**config.mk**
```make
export PLATFORM = sky130hd
export DESIGN_NAME = lcd_nibble_write_sequencer
export DESIGN_NICKNAME = d
export VERILOG_FILES = /design/src/sv/lcdnws_pkg.sv /design/src/sv/lcdnws_urom.sv /design/src/sv/lcdnws_dp.sv /design/src/sv/lcd_nibble_write_sequencer.sv
export VERILOG_INCLUDE_DIRS = /design/src /design/src/sv
export SDC_FILE = /design/constraint.sdc
export NUM_CORES = 1
export LEC_CHECK = 0
export BUFFER_PORTS_ARGS = -buffer_cell sky130_fd_sc_hd__buf_2
export CAP_MARGIN = 20
export CORE_ASPECT_RATIO = 1.2
export CORE_MARGIN = 2
export CORE_UTILIZATION = 60
export CTS_CLUSTER_SIZE = 10
export DETAILED_ROUTE_END_ITERATION = 12
export PLACE_DENSITY = 0.83
export SYNTH_ARGS = -nofsm -noshare
export SYNTH_HDL_FRONTEND = slang
export SYNTH_SLANG_ARGS = --single-unit
```
**constraint.sdc**
```tcl
create_clock -name clk -period 8.8 [get_ports clk]
set_input_delay 2.64 -clock clk [delete_from_list [all_inputs] [get_ports clk]]
set_output_delay 2.64 -clock clk [all_outputs]
set_load 0.05 [all_outputs]
```
**src/sv/lcd_nibble_write_sequencer_macros.svh**
```systemverilog
// Assertion helpers for the LCD write sequencer.
// Both expect clk and arst_n in scope.
`ifndef LCD_NIBBLE_WRITE_SEQUENCER_MACROS_SVH
`define LCD_NIBBLE_WRITE_SEQUENCER_MACROS_SVH

`define LCDNWS_ALWAYS(lbl, cond, msg) \
	lbl: assert property (@(posedge clk) disable iff (!arst_n) (cond)) \
		else $error(msg);

`define LCDNWS_IMPLIES_NEXT(lbl, ante, cons, msg) \
	lbl: assert property (@(posedge clk) disable iff (!arst_n) (ante) |=> (cons)) \
		else $error(msg);

`endif

```
**src/sv/lcdnws_pkg.sv**
```systemverilog
package lcdnws_pkg;

	typedef struct packed {
		logic [1:0]  func;
		logic [7:0]  value;
		logic [11:0] extra_hold_us;
	} req_t;

	typedef struct packed {
		logic [3:0]  data_nibble;
		logic        reg_select;
		logic        enable;
		logic [17:0] hold_us;
		logic        last;
	} act_t;

	localparam int HOLD_W = 18;
	localparam int STROBE_W = 10;
	localparam int SETTLE_W = 14;
	localparam int EXTRA_W = 12;
	localparam int PC_W = 5;
	localparam int CMD_W = 3;

	localparam logic [1:0] FUNC_CMD  = 2'd0;
	localparam logic [1:0] FUNC_DATA = 2'd1;
	localparam logic [1:0] FUNC_INIT = 2'd2;
	localparam logic [1:0] FUNC_NONE = 2'd3;

	localparam logic CFG_STROBE = 1'b0;
	localparam logic CFG_SETTLE = 1'b1;

	// nibble source
	localparam logic [1:0] NIB_CONST = 2'd0;
	localparam logic [1:0] NIB_HI    = 2'd1;
	localparam logic [1:0] NIB_LO    = 2'd2;

	// RS source
	localparam logic [1:0] RS_ZERO = 2'd0;
	localparam logic [1:0] RS_BYTE = 2'd1;
	localparam logic [1:0] RS_FLIP = 2'd2;

	// hold source
	localparam logic [1:0] HOLD_STROBE  = 2'd0;
	localparam logic [1:0] HOLD_CONST   = 2'd1;
	localparam logic [1:0] HOLD_CONST_S = 2'd2;
	localparam logic [1:0] HOLD_SETTLE  = 2'd3;

	localparam logic [PC_W-1:0]  PC_WAKE     = 5'd0;
	localparam logic [PC_W-1:0]  PC_BYTE     = 5'd11;
	localparam logic [PC_W-1:0]  PC_LAST     = 5'd17;
	localparam logic [CMD_W-1:0] CMD_LAST    = 3'd4;

	typedef struct packed {
		logic [1:0]        nib_sel;
		logic [3:0]        nib_const;
		logic [1:0]        rs_sel;
		logic              en;
		logic [1:0]        hold_sel;
		logic [HOLD_W-1:0] hold_const;
		logic              byte_end;
	} uop_t;

	function automatic logic [7:0] init_cmd(input logic [CMD_W-1:0] idx);
		case (idx)
			3'd0:    init_cmd = 8'h2c;
			3'd1:    init_cmd = 8'h08;
			3'd2:    init_cmd = 8'h08;
			3'd3:    init_cmd = 8'h06;
			3'd4:    init_cmd = 8'h0e;
			default: init_cmd = 8'h00;
		endcase
	endfunction

	function automatic logic [EXTRA_W-1:0] init_gap(input logic [CMD_W-1:0] idx);
		case (idx)
			3'd2:    init_gap = 12'd3000;
			default: init_gap = 12'd100;
		endcase
	endfunction

endpackage

```
**src/sv/lcdnws_urom.sv**
```systemverilog
module lcdnws_urom (
	input  logic [lcdnws_pkg::PC_W-1:0] pc,
	output lcdnws_pkg::uop_t            uop
);
	import lcdnws_pkg::*;

	function automatic uop_t mk(input logic [1:0] ns, input logic [3:0] nc,
		input logic [1:0] rs, input logic en, input logic [1:0] hs,
		input logic [HOLD_W-1:0] hc, input logic be);
		uop_t u;
		u.nib_sel = ns;
		u.nib_const = nc;
		u.rs_sel = rs;
		u.en = en;
		u.hold_sel = hs;
		u.hold_const = hc;
		u.byte_end = be;
		return u;
	endfunction

	always_comb begin
		case (pc)
			// wake-up pattern
			5'd0:  uop = mk(NIB_CONST, 4'd0, RS_ZERO, 1'b0, HOLD_CONST, 18'd150000, 1'b0);
			5'd1:  uop = mk(NIB_CONST, 4'd3, RS_ZERO, 1'b0, HOLD_STROBE, 18'd0, 1'b0);
			5'd2:  uop = mk(NIB_CONST, 4'd3, RS_ZERO, 1'b1, HOLD_STROBE, 18'd0, 1'b0);
			5'd3:  uop = mk(NIB_CONST, 4'd3, RS_ZERO, 1'b0, HOLD_CONST_S, 18'd12000, 1'b0);
			5'd4:  uop = mk(NIB_CONST, 4'd3, RS_ZERO, 1'b1, HOLD_STROBE, 18'd0, 1'b0);
			5'd5:  uop = mk(NIB_CONST, 4'd3, RS_ZERO, 1'b0, HOLD_CONST, 18'd100, 1'b0);
			5'd6:  uop = mk(NIB_CONST, 4'd3, RS_ZERO, 1'b1, HOLD_STROBE, 18'd0, 1'b0);
			5'd7:  uop = mk(NIB_CONST, 4'd3, RS_ZERO, 1'b0, HOLD_CONST, 18'd100, 1'b0);
			5'd8:  uop = mk(NIB_CONST, 4'd2, RS_ZERO, 1'b0, HOLD_STROBE, 18'd0, 1'b0);
			5'd9:  uop = mk(NIB_CONST, 4'd2, RS_ZERO, 1'b1, HOLD_STROBE, 18'd0, 1'b0);
			5'd10: uop = mk(NIB_CONST, 4'd2, RS_ZERO, 1'b0, HOLD_CONST, 18'd1000, 1'b0);
			// byte routine
			5'd11: uop = mk(NIB_HI, 4'd0, RS_BYTE, 1'b0, HOLD_STROBE, 18'd0, 1'b0);
			5'd12: uop = mk(NIB_HI, 4'd0, RS_BYTE, 1'b1, HOLD_STROBE, 18'd0, 1'b0);
			5'd13: uop = mk(NIB_HI, 4'd0, RS_BYTE, 1'b0, HOLD_STROBE, 18'd0, 1'b0);
			5'd14: uop = mk(NIB_LO, 4'd0, RS_BYTE, 1'b0, HOLD_STROBE, 18'd0, 1'b0);
			5'd15: uop = mk(NIB_LO, 4'd0, RS_BYTE, 1'b1, HOLD_STROBE, 18'd0, 1'b0);
			5'd16: uop = mk(NIB_LO, 4'd0, RS_BYTE, 1'b0, HOLD_STROBE, 18'd0, 1'b0);
			5'd17: uop = mk(NIB_LO, 4'd0, RS_FLIP, 1'b0, HOLD_SETTLE, 18'd0, 1'b1);
			default: uop = mk(NIB_CONST, 4'd0, RS_ZERO, 1'b0, HOLD_CONST, 18'd0, 1'b1);
		endcase
	end

endmodule

```
**src/sv/lcdnws_dp.sv**
```systemverilog
module lcdnws_dp (
	input  lcdnws_pkg::uop_t                  uop,
	input  logic [1:0]                        mode,
	input  logic [7:0]                        byte_val,
	input  logic [lcdnws_pkg::EXTRA_W-1:0]    extra,
	input  logic [lcdnws_pkg::CMD_W-1:0]      cmd_idx,
	input  logic [lcdnws_pkg::STROBE_W-1:0]   strobe,
	input  logic [lcdnws_pkg::SETTLE_W-1:0]   settle,
	output lcdnws_pkg::act_t                  act
);
	import lcdnws_pkg::*;

	logic               is_init;
	logic               is_data;
	logic [7:0]         cur_byte;
	logic [EXTRA_W-1:0] cur_extra;
	logic [HOLD_W-1:0]  s_ext;

	assign is_init   = (mode == FUNC_INIT);
	assign is_data   = (mode == FUNC_DATA);
	assign cur_byte  = is_init ? init_cmd(cmd_idx) : byte_val;
	assign cur_extra = is_init ? init_gap(cmd_idx) : extra;
	assign s_ext     = {{(HOLD_W-STROBE_W){1'b0}}, strobe};

	always_comb begin
		case (uop.nib_sel)
			NIB_HI:  act.data_nibble = cur_byte[7:4];
			NIB_LO:  act.data_nibble = cur_byte[3:0];
			default: act.data_nibble = uop.nib_const;
		endcase
		case (uop.rs_sel)
			RS_BYTE: act.reg_select = is_data;
			RS_FLIP: act.reg_select = ~is_data;
			default: act.reg_select = 1'b0;
		endcase
		case (uop.hold_sel)
			HOLD_CONST:   act.hold_us = uop.hold_const;
			HOLD_CONST_S: act.hold_us = uop.hold_const + s_ext;
			HOLD_SETTLE:  act.hold_us = {{(HOLD_W-SETTLE_W){1'b0}}, settle}
				+ {{(HOLD_W-EXTRA_W){1'b0}}, cur_extra};
			default:      act.hold_us = s_ext;
		endcase
		act.enable = uop.en;
		// init repeats the byte routine until its fifth command
		act.last = uop.byte_end && (!is_init || cmd_idx == CMD_LAST);
	end

endmodule

```
**src/sv/lcd_nibble_write_sequencer.sv**
```systemverilog
// Channel   Dir  Handshake            Payload
// in        in   in_valid/in_ready    in_data  (req_t: func, value, extra_hold_us)
// out       out  out_valid/out_ready  out_data (act_t: nibble, RS, E, hold, last)
// cfg       in   cfg_we               cfg_index, cfg_data
//
// One pin action per cycle from a microcode step counter; a byte write emits
// 7 pin actions, init 46. The next request is taken once the final action has
// been loaded into the output register. func 3 is accepted and produces nothing.
// A stalled output register freezes the step counter. Reset clears control and
// restores the strobe and settle defaults; data registers are not reset.
`include "lcd_nibble_write_sequencer_macros.svh"

module lcd_nibble_write_sequencer (
	input  logic               clk,
	input  logic               arst_n,
	input  logic               in_valid,
	output logic               in_ready,
	input  lcdnws_pkg::req_t   in_data,
	output logic               out_valid,
	input  logic               out_ready,
	output lcdnws_pkg::act_t   out_data,
	input  logic               cfg_we,
	input  logic               cfg_index,
	input  logic [13:0]        cfg_data
);
	import lcdnws_pkg::*;

	logic                busy_q;
	logic [PC_W-1:0]     pc_q;
	logic [CMD_W-1:0]    cmd_q;
	logic [1:0]          mode_q;
	logic [7:0]          byte_q;
	logic [EXTRA_W-1:0]  extra_q;
	logic [STROBE_W-1:0] strobe_q;
	logic [SETTLE_W-1:0] settle_q;
	logic                out_valid_q;
	act_t                out_q;
	uop_t                uop;
	act_t                act;
	logic                accept;
	logic                start;
	logic                load;

	assign in_ready  = ~busy_q;
	assign accept    = in_valid & in_ready;
	assign start     = accept && (in_data.func != FUNC_NONE);
	assign load      = busy_q && (!out_valid_q || out_ready);
	assign out_valid = out_valid_q;
	assign out_data  = out_q;

	lcdnws_urom u_rom (
		.pc  (pc_q),
		.uop (uop)
	);

	lcdnws_dp u_dp (
		.uop      (uop),
		.mode     (mode_q),
		.byte_val (byte_q),
		.extra    (extra_q),
		.cmd_idx  (cmd_q),
		.strobe   (strobe_q),
		.settle   (settle_q),
		.act      (act)
	);

	always_ff @(posedge clk or negedge arst_n) begin
		if (!arst_n) begin
			strobe_q <= 10'd25;
			settle_q <= 14'd300;
		end else if (cfg_we) begin
			case (cfg_index)
				CFG_STROBE: strobe_q <= cfg_data[STROBE_W-1:0];
				CFG_SETTLE: settle_q <= cfg_data;
				default:    ;
			endcase
		end
	end

	always_ff @(posedge clk or negedge arst_n) begin
		if (!arst_n) begin
			busy_q      <= 1'b0;
			pc_q        <= PC_WAKE;
			cmd_q       <= '0;
			mode_q      <= FUNC_CMD;
			out_valid_q <= 1'b0;
		end else begin
			if (start) begin
				busy_q <= 1'b1;
				mode_q <= in_data.func;
				cmd_q  <= '0;
				pc_q   <= (in_data.func == FUNC_INIT) ? PC_WAKE : PC_BYTE;
			end
			if (load) begin
				out_valid_q <= 1'b1;
				if (act.last) begin
					busy_q <= 1'b0;
				end else if (uop.byte_end) begin
					cmd_q <= cmd_q + 1'b1;
					pc_q  <= PC_BYTE;
				end else begin
					pc_q <= pc_q + 1'b1;
				end
			end else if (out_ready) begin
				out_valid_q <= 1'b0;
			end
		end
	end

	always_ff @(posedge clk) begin
		if (start) begin
			byte_q  <= in_data.value;
			extra_q <= in_data.extra_hold_us;
		end
		if (load) begin
			out_q <= act;
		end
	end

	`LCDNWS_IMPLIES_NEXT(a_start_entry, start, busy_q && (pc_q == PC_WAKE || pc_q == PC_BYTE), "sequencer did not enter at a routine entry")
	`LCDNWS_IMPLIES_NEXT(a_last_idle, load && act.last, !busy_q && out_valid && out_data.last, "final action did not release the sequencer")
	`LCDNWS_ALWAYS(a_pc_range, !busy_q || pc_q <= PC_LAST, "step counter ran past the program")
	`LCDNWS_ALWAYS(a_cmd_range, cmd_q <= CMD_LAST, "init command index out of range")

endmodule

```
==> out/metrics.csv, run 1 <==
stage,metric,value,unit
outcome,run status,completed,
drt,post-detailed-route count of antenna-violating nets,0,
die,core footprint,7710,um^2
place,# port buffers,66,
timing,Slew @ Worst Pin,1.07,ns
setup_path,"slowest stage cell, crit path",inv_1,
global_routing,largest net degree at the start of global routing,37,
global_routing,GRT Total Usage,0.263,
global_routing,gr ovfl total,0,
clock_tree,Clock Tree Root,clkbuf_8,
finish,"Area growth, synth to finish",12.4,%
setup_path,critical path type,input pin to register,
setup_path,worst r2r src,mode_q[0],
setup_path,RR Endpoint,out_data[9],
synthesis,register area share after synthesis,0.462,
clock_tree,clk slew on worst S/H paths,0.09,ns
setup_path,crit path buf inv count,2,
drt,DRT Wirelength,10800,um
finish,Final Non-Filler Cells,616,
die,Die X,85.4,um
finish,post-layout util,0.695,
worst_hold_path,min-delay src,out_valid,
finish,"most common cell after layout, fill and taps aside",buf_2,
synthesis,fraction of registers with async set/reset,0.456,
synthesis,synthesized cell area,4770,um^2
die,Die H,102,um
synthesis,Post-synth EDFFs,43,
power,Pleak,2.32,nW
synthesis,number of synthesized register bits,79,
timing,Hold WS,0.519,ns
place,post-DP HPWL,7970,um
timing,Tmin final,4.37,ns
setup_path,startpoint class of the critical path,input pin,
die,num rows,35,
drt,via count,3766,
finish,Multi-input gate area,2430,um^2
clock_tree,hold buffers post-CTS,0,
setup_path,cell depth of the worst setup path,8,
finish,layout cells sized above 1,0.250,
timing,final hold viol count,0,
setup_path,worst path required time,9.04,ns
timing,period utilisation layout,0.497,
power,Cell Pwr Density,375,nW/um^2
setup_path,largest stage delay on the critical path,0.79,ns
drt,WL per Instance,17.6,um
setup_path,endpoint type of the worst setup path,register,
timing,final worst slack,4.43,ns
synthesis,post-synthesis cell type count,64,
setup_path,Worst Path Max Fanout,28,
clock_tree,clk buf depth,2,
finish,fill count,591,
synthesis,primary flip-flop cell chosen by synthesis mapping,edfxtp_1,
global_routing,first-pass GRT wire length,17700,um
finish,number of diodes,0,
finish,Reg area,2200,um^2
timing,final setup violation count,0,
worst_hold_path,HP Class,register to register,
synthesis,synthesized area per cell,10.5,um^2
setup_path,CP dominant cell by count,o21ai_0,
setup_path,R2R cell count,10,
timing,RSZ-0062 raised after global routing,false,
setup_path,worst path cell trace,"buf_2, nand2b_1, nand2_1, inv_1, nand3_1, nor2b_1, o21ai_0, o21ai_0",
setup_path,"CP delay by family, top",buffers and inverters,
die,I/O pin cnt,69,
synthesis,Gate Count Post-Synth,455,
timing,Peak Freq,0.229,GHz
clock_tree,Sink Count,79,
place,placed insts,600,
place,Placer Congestion,0.951,
timing,clock skew,0.0113,ns
finish,"commonest cells after routing, fill and taps aside","66 x buf_2, 43 x edfxtp_1, 39 x nor2_1, 37 x nand2_1, 30 x ha_1",
drt,DRT Pass-1 Iters,5,
setup_path,R2R setup slack,4.97,ns
power,worst-case vdd ir drop,0.254,mV
global_routing,initial antenna violation count,0,
drt,initial DRC count,206,
place,Post-Place Setup Slack,4.09,ns
drt,# DRC,0,
clock_tree,TritonCTS Buffers,9,
finish,NumNets Final,593,
die,die footprint,8680,um^2
timing,Pins Over Slew Limit,0,
worst_hold_path,Worst Hold Path EP,out_valid,
clock_tree,Worst-Skew Late Latency,0.36,ns
timing,Rel. slew slack,0.289,
run,Max-Cap Viols,0,
die,Initial Utilization,0.619,
clock_tree,htree depth,3,
clock_tree,post-CTS sizing,0,
worst_hold_path,Cells on Worst Hold Path,2,
synthesis,Synth Warn #,0,
drt,vias per cell,6.11,
timing,setup TNS,0,ns
clock_tree,postcts setup bufs,0,
clock_tree,CTS tree,yes,
global_routing,number of global-route vias before repair,3637,
setup_path,WP data arrival,4.61,ns
## stage by stage
step	power, mW	instance area, um^2
2_1_floorplan	1.47	4770
3_3_place_gp	1.69	5150
3_5_place_dp	1.72	5150
4_1_cts	2.00	5360
5_1_grt	2.14	5360
6_report	2.01	5360
## synth_stat cells, drive strengths merged (2+ instances only)
master / n / area, um^2
edfxtp: 43 / 1290
nor2: 41 / 159
nand2: 37 / 139
a21oi: 31 / 159
ha: 30 / 375
dfrtp: 29 / 726
mux2: 26 / 293
o21ai: 26 / 134
inv: 18 / 67.6
a21o: 15 / 113
a211oi: 12 / 95.1
buf: 12 / 66.3
nand3: 11 / 55.1
nand2b: 9 / 56.3
xnor2: 9 / 78.8
and2: 7 / 43.8
dfstp: 7 / 184
nor3: 7 / 35.0
o31ai: 7 / 57.6
a31oi: 6 / 52.6
o21a: 6 / 45.0
and3: 5 / 31.3
mux2i: 5 / 50.1
nor2b: 5 / 31.3
a22oi: 4 / 30.0
clkbuf: 4 / 15.0
nor3b: 3 / 22.5
o22ai: 3 / 18.8
or2: 3 / 18.8
or3: 3 / 18.8
a32o: 2 / 20.0
fa: 2 / 40.0
maj3: 2 / 20.0
nand4: 2 / 12.5
nor4b: 2 / 32.5
o211ai: 2 / 20.0
o21bai: 2 / 15.0
xor2: 2 / 17.5
## worst max-delay path by stage
stage / to / from / slack, ns
final: cmd_q[2] / out_ready / 4.43
after global routing: cmd_q[2] / out_ready / 4.24
after CTS: cmd_q[2] / out_ready / 4.48
after detailed placement: cmd_q[2] / out_ready / 4.09
after global placement: cmd_q[2] / out_ready / 4.27
after floorplan: pc_q[4] / in_valid / 4.37
## worst min-delay path: cells and delay by family (launching register included)
family | cells | cell delay (ns)
AND/OR/NAND/NOR | 2 | 0.14
flip-flops | 1 | 0.35
## registers in the layout (all words and copies together) (netlist names)
signal and count:
cmd_q 3, busy_q 1, out_data 23, out_valid 1, pc_q 5, extra_q 12, mode_q 2, settle_q 14
strobe_q 10, byte_q 8
## report_power, final
group	internal, mW	leakage (nW)	switching (mW)
combinational	0.379	1.40	0.741
clock	0.134	0.0982	0.146
sequential	0.524	0.828	0.0837
total	1.04	2.32	0.971
## routing by layer
metal	track usage	vias up	wire length [um]
li1	-	1798	-
met1	0.334	1804	4580
met2	0.450	142	5430
met3	0.0465	22	556
met4	0.103	0	261
met5	0	-	0
## logic make-up (layout without fill, tap and decap cells)
family | count (synthesis) | after routing | share of synthesized area
flip-flops | 79 | 79 | 0.462
AND/OR/NAND/NOR | 136 | 136 | 0.139
multiplexers | 31 | 31 | 0.0719
other | 1 | 2 | 0.000786
XOR/XNOR | 11 | 11 | 0.0202
adder cells (fa/ha/maj) | 34 | 34 | 0.0913
buffers and inverters | 34 | 102 | 0.0312
AO/OA/AOI/OAI | 129 | 129 | 0.184
## cell type report
cell class / count / share of cell area
multi-input cells: 343 / 0.453
repair buffers: 68 / 0.0645
inverters: 18 / 0.0126
well taps: 92 / 0.0215
flip-flops and latches: 79 / 0.411
clock buffers: 9 / 0.0231
clock inverters: 7 / 0.0147
Note: power is estimated with default switching activity, not from simulation.
==> inputs of run 2 (changes only) <==
- ABC_AREA: unset -> 1
- CORE_UTILIZATION: 60 -> 58
- PLACE_DENSITY: 0.83 -> 0.81
- clock period: 8.8 -> 4.1 ns (I/O delays scaled with it)
==> run 2 against run 1 <==
Against the previous run: register-to-register slack got worse by 4.0 ns; critical path depth increased by 9; via count increased by 6.1%; combinational power increased by 100%; largest power group unchanged; clock power increased by 110%; highest routed layer unchanged; non-clock buffer count unchanged.
==> out/metrics.csv, run 2 <==
stage,metric,value,unit,change
place,placed insts,726,,+21%
outcome,run status,completed,,
worst_hold_path,Worst Hold Path EP,settle_q[5],,
die,die footprint,9180,um^2,+5.8%
synthesis,Synth top cells by count,"113 x nand2_1, 76 x inv_1, 45 x nor2_1",,
timing,setup TNS,0,ns,unchanged
clock_tree,TritonCTS Buffers,9,,unchanged
global_routing,number of global-route vias before repair,3849,,+5.8%
synthesis,cell taking the most area after synthesis,edfxtp_1,,
drt,post-detailed-route count of antenna-violating nets,0,,unchanged
die,Die H,105,um,+2.9%
clock_tree,Worst-Skew Late Latency,0.37,ns,about the same
clock_tree,postcts setup bufs,0,,unchanged
finish,post-layout util,0.676,,-0.0188
synthesis,Synth area leaders,"edfxtp_1 26%, dfrtp_1 15%, nand2_1 8.7%",,
setup_path,worst r2r src,mode_q[0],,
timing,period utilisation layout,0.757,,
finish,"most common cell after layout, fill and taps aside",nand2_1,,
synthesis,fraction of registers with async set/reset,0.456,,unchanged
setup_path,RR Endpoint,out_data[13],,
finish,number of diodes,0,,unchanged
clock_tree,clk buf depth,2,,unchanged
synthesis,synthesized area per cell,8.83,um^2,-16%
clock_tree,htree depth,3,,unchanged
finish,Final Non-Filler Cells,742,,+20%
setup_path,worst path required time,4.22,ns,-4.82 ns
die,Die X,87.8,um,+2.9%
setup_path,endpoint type of the worst setup path,register,,
clock_tree,hold buffers post-CTS,0,,unchanged
setup_path,startpoint class of the critical path,register,,
synthesis,Post-synth EDFFs,43,,unchanged
finish,layout cells sized above 1,0.225,,-0.0255
clock_tree,post-CTS sizing,0,,unchanged
drt,via count,3997,,+6.1%
setup_path,R2R cell count,17,,+7
setup_path,Worst Path Max Fanout,13,,-54%
clock_tree,CTS tree,yes,,
die,I/O pin cnt,69,,unchanged
finish,NumNets Final,697,,+18%
timing,Peak Freq,0.322,GHz,
place,# port buffers,66,,unchanged
timing,final setup violation count,0,,unchanged
finish,Largest register FFs,23,,unchanged
place,Post-Place Setup Slack,1.06,ns,-3.03 ns
drt,# DRC,0,,unchanged
global_routing,first-pass GRT wire length,17900,um,+1.6%
synthesis,post-synthesis cell type count,54,,-16%
die,num rows,36,,+2.9%
clock_tree,Clock Tree Root,clkbuf_8,,
synthesis,number of synthesized register bits,79,,unchanged
drt,WL per Instance,14.6,um,-17%
place,Placer Congestion,0.946,,-0.58%
global_routing,gr ovfl total,0,,unchanged
timing,RSZ-0062 raised after global routing,false,,
finish,"Area growth, synth to finish",12.8,%,
global_routing,largest net degree at the start of global routing,37,,unchanged
synthesis,synthesized cell area,4890,um^2,+2.5%
synthesis,Gate Count Post-Synth,554,,+22%
timing,Tmin final,3.10,ns,
finish,cell area after layout,5510,um^2,+2.9%
die,core footprint,8150,um^2,+5.8%
drt,DRT Pass-1 Iters,5,,unchanged
power,Cell Pwr Density,748,nW/um^2,+100%
worst_hold_path,min-delay src,settle_q[5],,
global_routing,GRT Total Usage,0.255,,-0.00864
worst_hold_path,HP Class,register to register,,
clock_tree,clk slew on worst S/H paths,0.09,ns,about the same
timing,Slew @ Worst Pin,0.848,ns,-0.217 ns
place,post-DP HPWL,8400,um,+5.5%
timing,clock skew,0.00797,ns,-0.00331 ns
timing,final hold viol count,0,,unchanged
place,Placed Area,5310,um^2,+3.0%
drt,vias per cell,5.39,,-12%
power,worst-case vdd ir drop,0.325,mV,+28%
clock_tree,Sink Count,79,,unchanged
drt,DRT Wirelength,10800,um,+0.18%
setup_path,critical path type,register to register,,
synthesis,Synth Warn #,0,,unchanged
global_routing,initial antenna violation count,0,,unchanged
finish,"commonest cells after routing, fill and taps aside","113 x nand2_1, 76 x inv_1, 66 x buf_2, 45 x nor2_1, 43 x edfxtp_1",,
synthesis,primary flip-flop cell chosen by synthesis mapping,edfxtp_1,,
synthesis,"count leader, synth",nand2_1,,
setup_path,WP data arrival,3.23,ns,-1.38 ns
timing,Pins Over Slew Limit,0,,unchanged
timing,Rel. slew slack,0.435,,+0.145
timing,final worst slack,0.997,ns,-3.43 ns
setup_path,R2R setup slack,1.0,ns,-3.97 ns
synthesis,post-synth top area share,0.264,,-0.00672
drt,initial DRC count,233,,+13%
run,Max-Cap Viols,0,,unchanged
synthesis,register area share after synthesis,0.450,,-0.0115
power,Pleak,2.78,nW,+20%
die,Initial Utilization,0.600,,-0.0189
worst_hold_path,Cells on Worst Hold Path,2,,unchanged
[run 2: per-stage QoR]
step	hold slack, ns	total power [mW]
final	0.500	4.13
after global routing	0.517	4.42
after CTS	0.504	4.12
after detailed placement	0.487	3.51
after global placement	0.475	3.44
after floorplan	0.453	3.03
[run 2: area by class of cell]
class | instances | area [um^2]
clock buffers | 9 | 124
clock inverters | 7 | 80.1
fillers | 641 | 2640
inverters | 85 | 337
multi-input cells | 380 | 2280
flip-flops and latches | 79 | 2200
well taps | 114 | 143
repair buffers | 68 | 345
[run 2: how the worst max path moves through the flow]
stage / start / to / slack [ns]
finish: mode_q[0] / out_data[13] / 1.0
floorplan: mode_q[0] / out_data[13] / 1.54
global placement: mode_q[0] / out_data[13] / 1.23
detailed placement: mode_q[0] / out_data[13] / 1.06
CTS: mode_q[0] / out_data[13] / 1.04
global route: mode_q[0] / out_data[13] / 0.66
[run 2: layer usage]
metal	global-route usage	vias up	routed length [um]
li1	-	1986	-
met1	0.329	1860	4630
met2	0.415	127	5320
met3	0.0442	24	564
met4	0.113	0	331
met5	0	-	0
[run 2: critical path, stage by stage, from the launching register on]
cell	delay [ns]
dfrtp_1	0.40
nor2_1	0.11
buf_4	0.19
inv_1	0.19
nor2_1	0.17
nand2_1	0.17
inv_1	0.11
nor2_1	0.05
ha_1	0.35
nand3_1	0.10
nand2_1	0.13
nand4_1	0.09
nand2_1	0.15
a21oi_1	0.12
o21ai_0	0.32
nand2_1	0.09
nand2_1	0.07
o21ai_0	0.07
[run 2: logic make-up after synthesis]
kind of cell | Yosys count | synth area share
AOI/OAI and AO/OA | 103 | 0.125
xor gates and xnor gates | 5 | 0.00896
and+or+nand+nor | 235 | 0.240
adders and majority gates | 32 | 0.0850
muxes | 3 | 0.00691
buffers and inverters | 96 | 0.0834
other | 1 | 0.000767
DFF | 79 | 0.450
[run 2: where the power goes]
part,total (mW),internal [mW],switching [mW]
clock,0.602,0.288,0.314
sequential,1.27,1.12,0.149
combinational,2.26,0.672,1.59
==> inputs of run 3 (changes only) <==
- clock period: 4.1 -> 3.17 ns (I/O delays scaled with it)
==> run 3 against run 2 <==
Against the previous run: core utilization unchanged; design area stayed put; die area did not move; first-iteration DRC count rose by 1.3%; clock skew fell by 0.0025 ns; sequential power up 28%; largest cell class unchanged; highest routed layer unchanged.
==> out/metrics.csv, run 3 (synthesized netlist as in run 2, its figures left out) <==
stage,metric,value,unit,change
clock_tree,Sink Count,79,,unchanged
place,Placed Area,5320,um^2,+0.14%
setup_path,WP data arrival,2.90,ns,-0.33 ns
global_routing,largest net degree at the start of global routing,37,,unchanged
die,Die X,87.8,um,unchanged
place,placed insts,727,,+0.14%
drt,via count,3947,,-1.3%
clock_tree,clk slew on worst S/H paths,0.08,ns,about the same
drt,post-detailed-route count of antenna-violating nets,0,,unchanged
power,"Power, Total",5.28,mW,+28%
timing,Slew @ Worst Pin,0.834,ns,-0.0147 ns
die,I/O pin cnt,69,,unchanged
place,Post-Place Setup Slack,0.319,ns,-0.738 ns
setup_path,critical path type,register to register,,
timing,Tmin final,2.79,ns,-0.314 ns
finish,cell area after layout,5510,um^2,unchanged
global_routing,first-pass GRT wire length,18000,um,+0.20%
clock_tree,clk buf depth,2,,unchanged
clock_tree,htree depth,3,,unchanged
timing,period utilisation layout,0.880,,+0.123
timing,Rel. slew slack,0.444,,+0.00980
timing,clock skew,0.00549,ns,-0.00249 ns
outcome,run status,completed,,
power,worst-case vdd ir drop,0.423,mV,+30%
clock_tree,CTS tree,yes,,
drt,WL per Instance,14.1,um,-3.6%
clock_tree,TritonCTS Buffers,9,,unchanged
drt,DRT Pass-1 Iters,5,,unchanged
setup_path,CP dominant cell by count,nand2_1,,
die,Die H,105,um,unchanged
setup_path,endpoint type of the worst setup path,register,,
finish,"most common cell after layout, fill and taps aside",nand2_1,,
finish,NumNets Final,698,,+0.14%
setup_path,"slowest stage cell, crit path",dfrtp_1,,
drt,DRT Wirelength,10500,um,-3.5%
clock_tree,post-CTS sizing,0,,unchanged
clock_tree,Worst-Skew Late Latency,0.36,ns,about the same
die,Initial Utilization,0.600,,unchanged
global_routing,gr ovfl total,0,,unchanged
clock_tree,postcts setup bufs,0,,unchanged
timing,final setup violation count,0,,unchanged
power,Pleak,2.78,nW,+0.31%
run,Max-Cap Viols,0,,unchanged
finish,Final Non-Filler Cells,743,,+0.13%
timing,Peak Freq,0.359,GHz,+11%
place,# port buffers,66,,unchanged
drt,vias per cell,5.31,,-1.4%
place,post-DP HPWL,8220,um,-2.2%
die,die footprint,9180,um^2,unchanged
finish,"Area growth, synth to finish",12.8,%,unchanged
finish,"commonest cells after routing, fill and taps aside","113 x nand2_1, 76 x inv_1, 66 x buf_2, 45 x nor2_1, 43 x edfxtp_1",,
timing,setup TNS,0,ns,unchanged
global_routing,GRT Total Usage,0.252,,-0.00246
clock_tree,hold buffers post-CTS,0,,unchanged
timing,final hold viol count,0,,unchanged
setup_path,worst path cell trace,"nor2_1, inv_1, nor2_1, nand2_1, inv_1, nor2_1, ha_1, nand3_1, nand2_1, nand4_1, nand2_1, a21oi_1, o21ai_1, nand2_1, nand2_1, o21ai_0",,
worst_hold_path,min-delay src,strobe_q[1],,
die,num rows,36,,unchanged
place,Placer Congestion,0.904,,-4.4%
drt,# DRC,0,,unchanged
setup_path,worst r2r src,mode_q[0],,
clock_tree,Clock Tree Root,clkbuf_8,,
setup_path,Worst Path Max Fanout,11,,-2
global_routing,initial antenna violation count,0,,unchanged
worst_hold_path,HP Class,register to register,,
timing,Pins Over Slew Limit,0,,unchanged
finish,number of diodes,0,,unchanged
timing,RSZ-0062 raised after global routing,false,,
die,core footprint,8150,um^2,unchanged
setup_path,worst path required time,3.28,ns,-0.94 ns
finish,Largest register FFs,23,,unchanged
timing,final worst slack,0.381,ns,-0.616 ns
finish,layout cells sized above 1,0.224,,-0.000357
setup_path,largest stage delay on the critical path,0.40,ns,about the same
setup_path,CP startpoint,mode_q[0],,
drt,initial DRC count,236,,+1.3%
setup_path,startpoint class of the critical path,register,,
power,Cell Pwr Density,958,nW/um^2,+28%
global_routing,number of global-route vias before repair,3862,,+0.34%
==> run 3: cell types whose count changed in the layout (fill, tap and decap cells not counted), sizes merged <==
| cell | before | now |
|---|---|---|
| clkbuf | 9 | 11 |
| inv | 88 | 87 |
| clkinvlp | 2 | 1 |
| buf | 68 | 69 |
==> run 3: final timing paths <==
check | to | slack [ns] | cells after the start
max | out_data[13] | 0.38 | 16
min | strobe_q[1] | 0.50 | 2
max reg2reg | out_data[13] | 0.38 | 16
min reg2reg | strobe_q[1] | 0.50 | 2
max in group asynchronous | settle_q[12] | 1.95 | 1
min in group asynchronous | cmd_q[0] | 0.68 | 1
==> run 3: cell type report <==
class	count	area, um^2
fill	636	2640
multi-input combinational	380	2280
sequential	79	2200
timing repair buffer	69	353
inverter	85	337
tap	114	143
clock buffer	11	141
clock inverter	5	55.1
==> run 3: power breakdown <==
group	internal (mW)	total, mW	leakage, nW	switching, mW
registers	1.44	1.63	0.838	0.191
clock network	0.385	0.746	0.100	0.361
logic	0.873	2.90	1.85	2.03
==> run 3: metrics by stage <==
stage	utilization	hold slack, ns
5_1_grt	0.676	0.528
2_1_floorplan	-	0.453
6_report	0.676	0.501
3_3_place_gp	0.652	0.474
3_5_place_dp	0.652	0.478
4_1_cts	0.676	0.497
==> run 3: metal layers <==
metal,global-route usage,wire length [um],up-vias
met5,0,0,-
li1,-,-,1988
met1,0.344,4830,1825
met4,0.0923,281,0
met3,0.0498,448,20
met2,0.397,4910,114
==> run 3: worst max-delay path: cells and delay by family (launching register included) <==
family,cells,cell delay (ns)
DFF,1,0.40
buffers and inverters,2,0.28
and+or+nand+nor,10,1.11
AOI/OAI and AO/OA,3,0.38
adders and majority gates,1,0.37
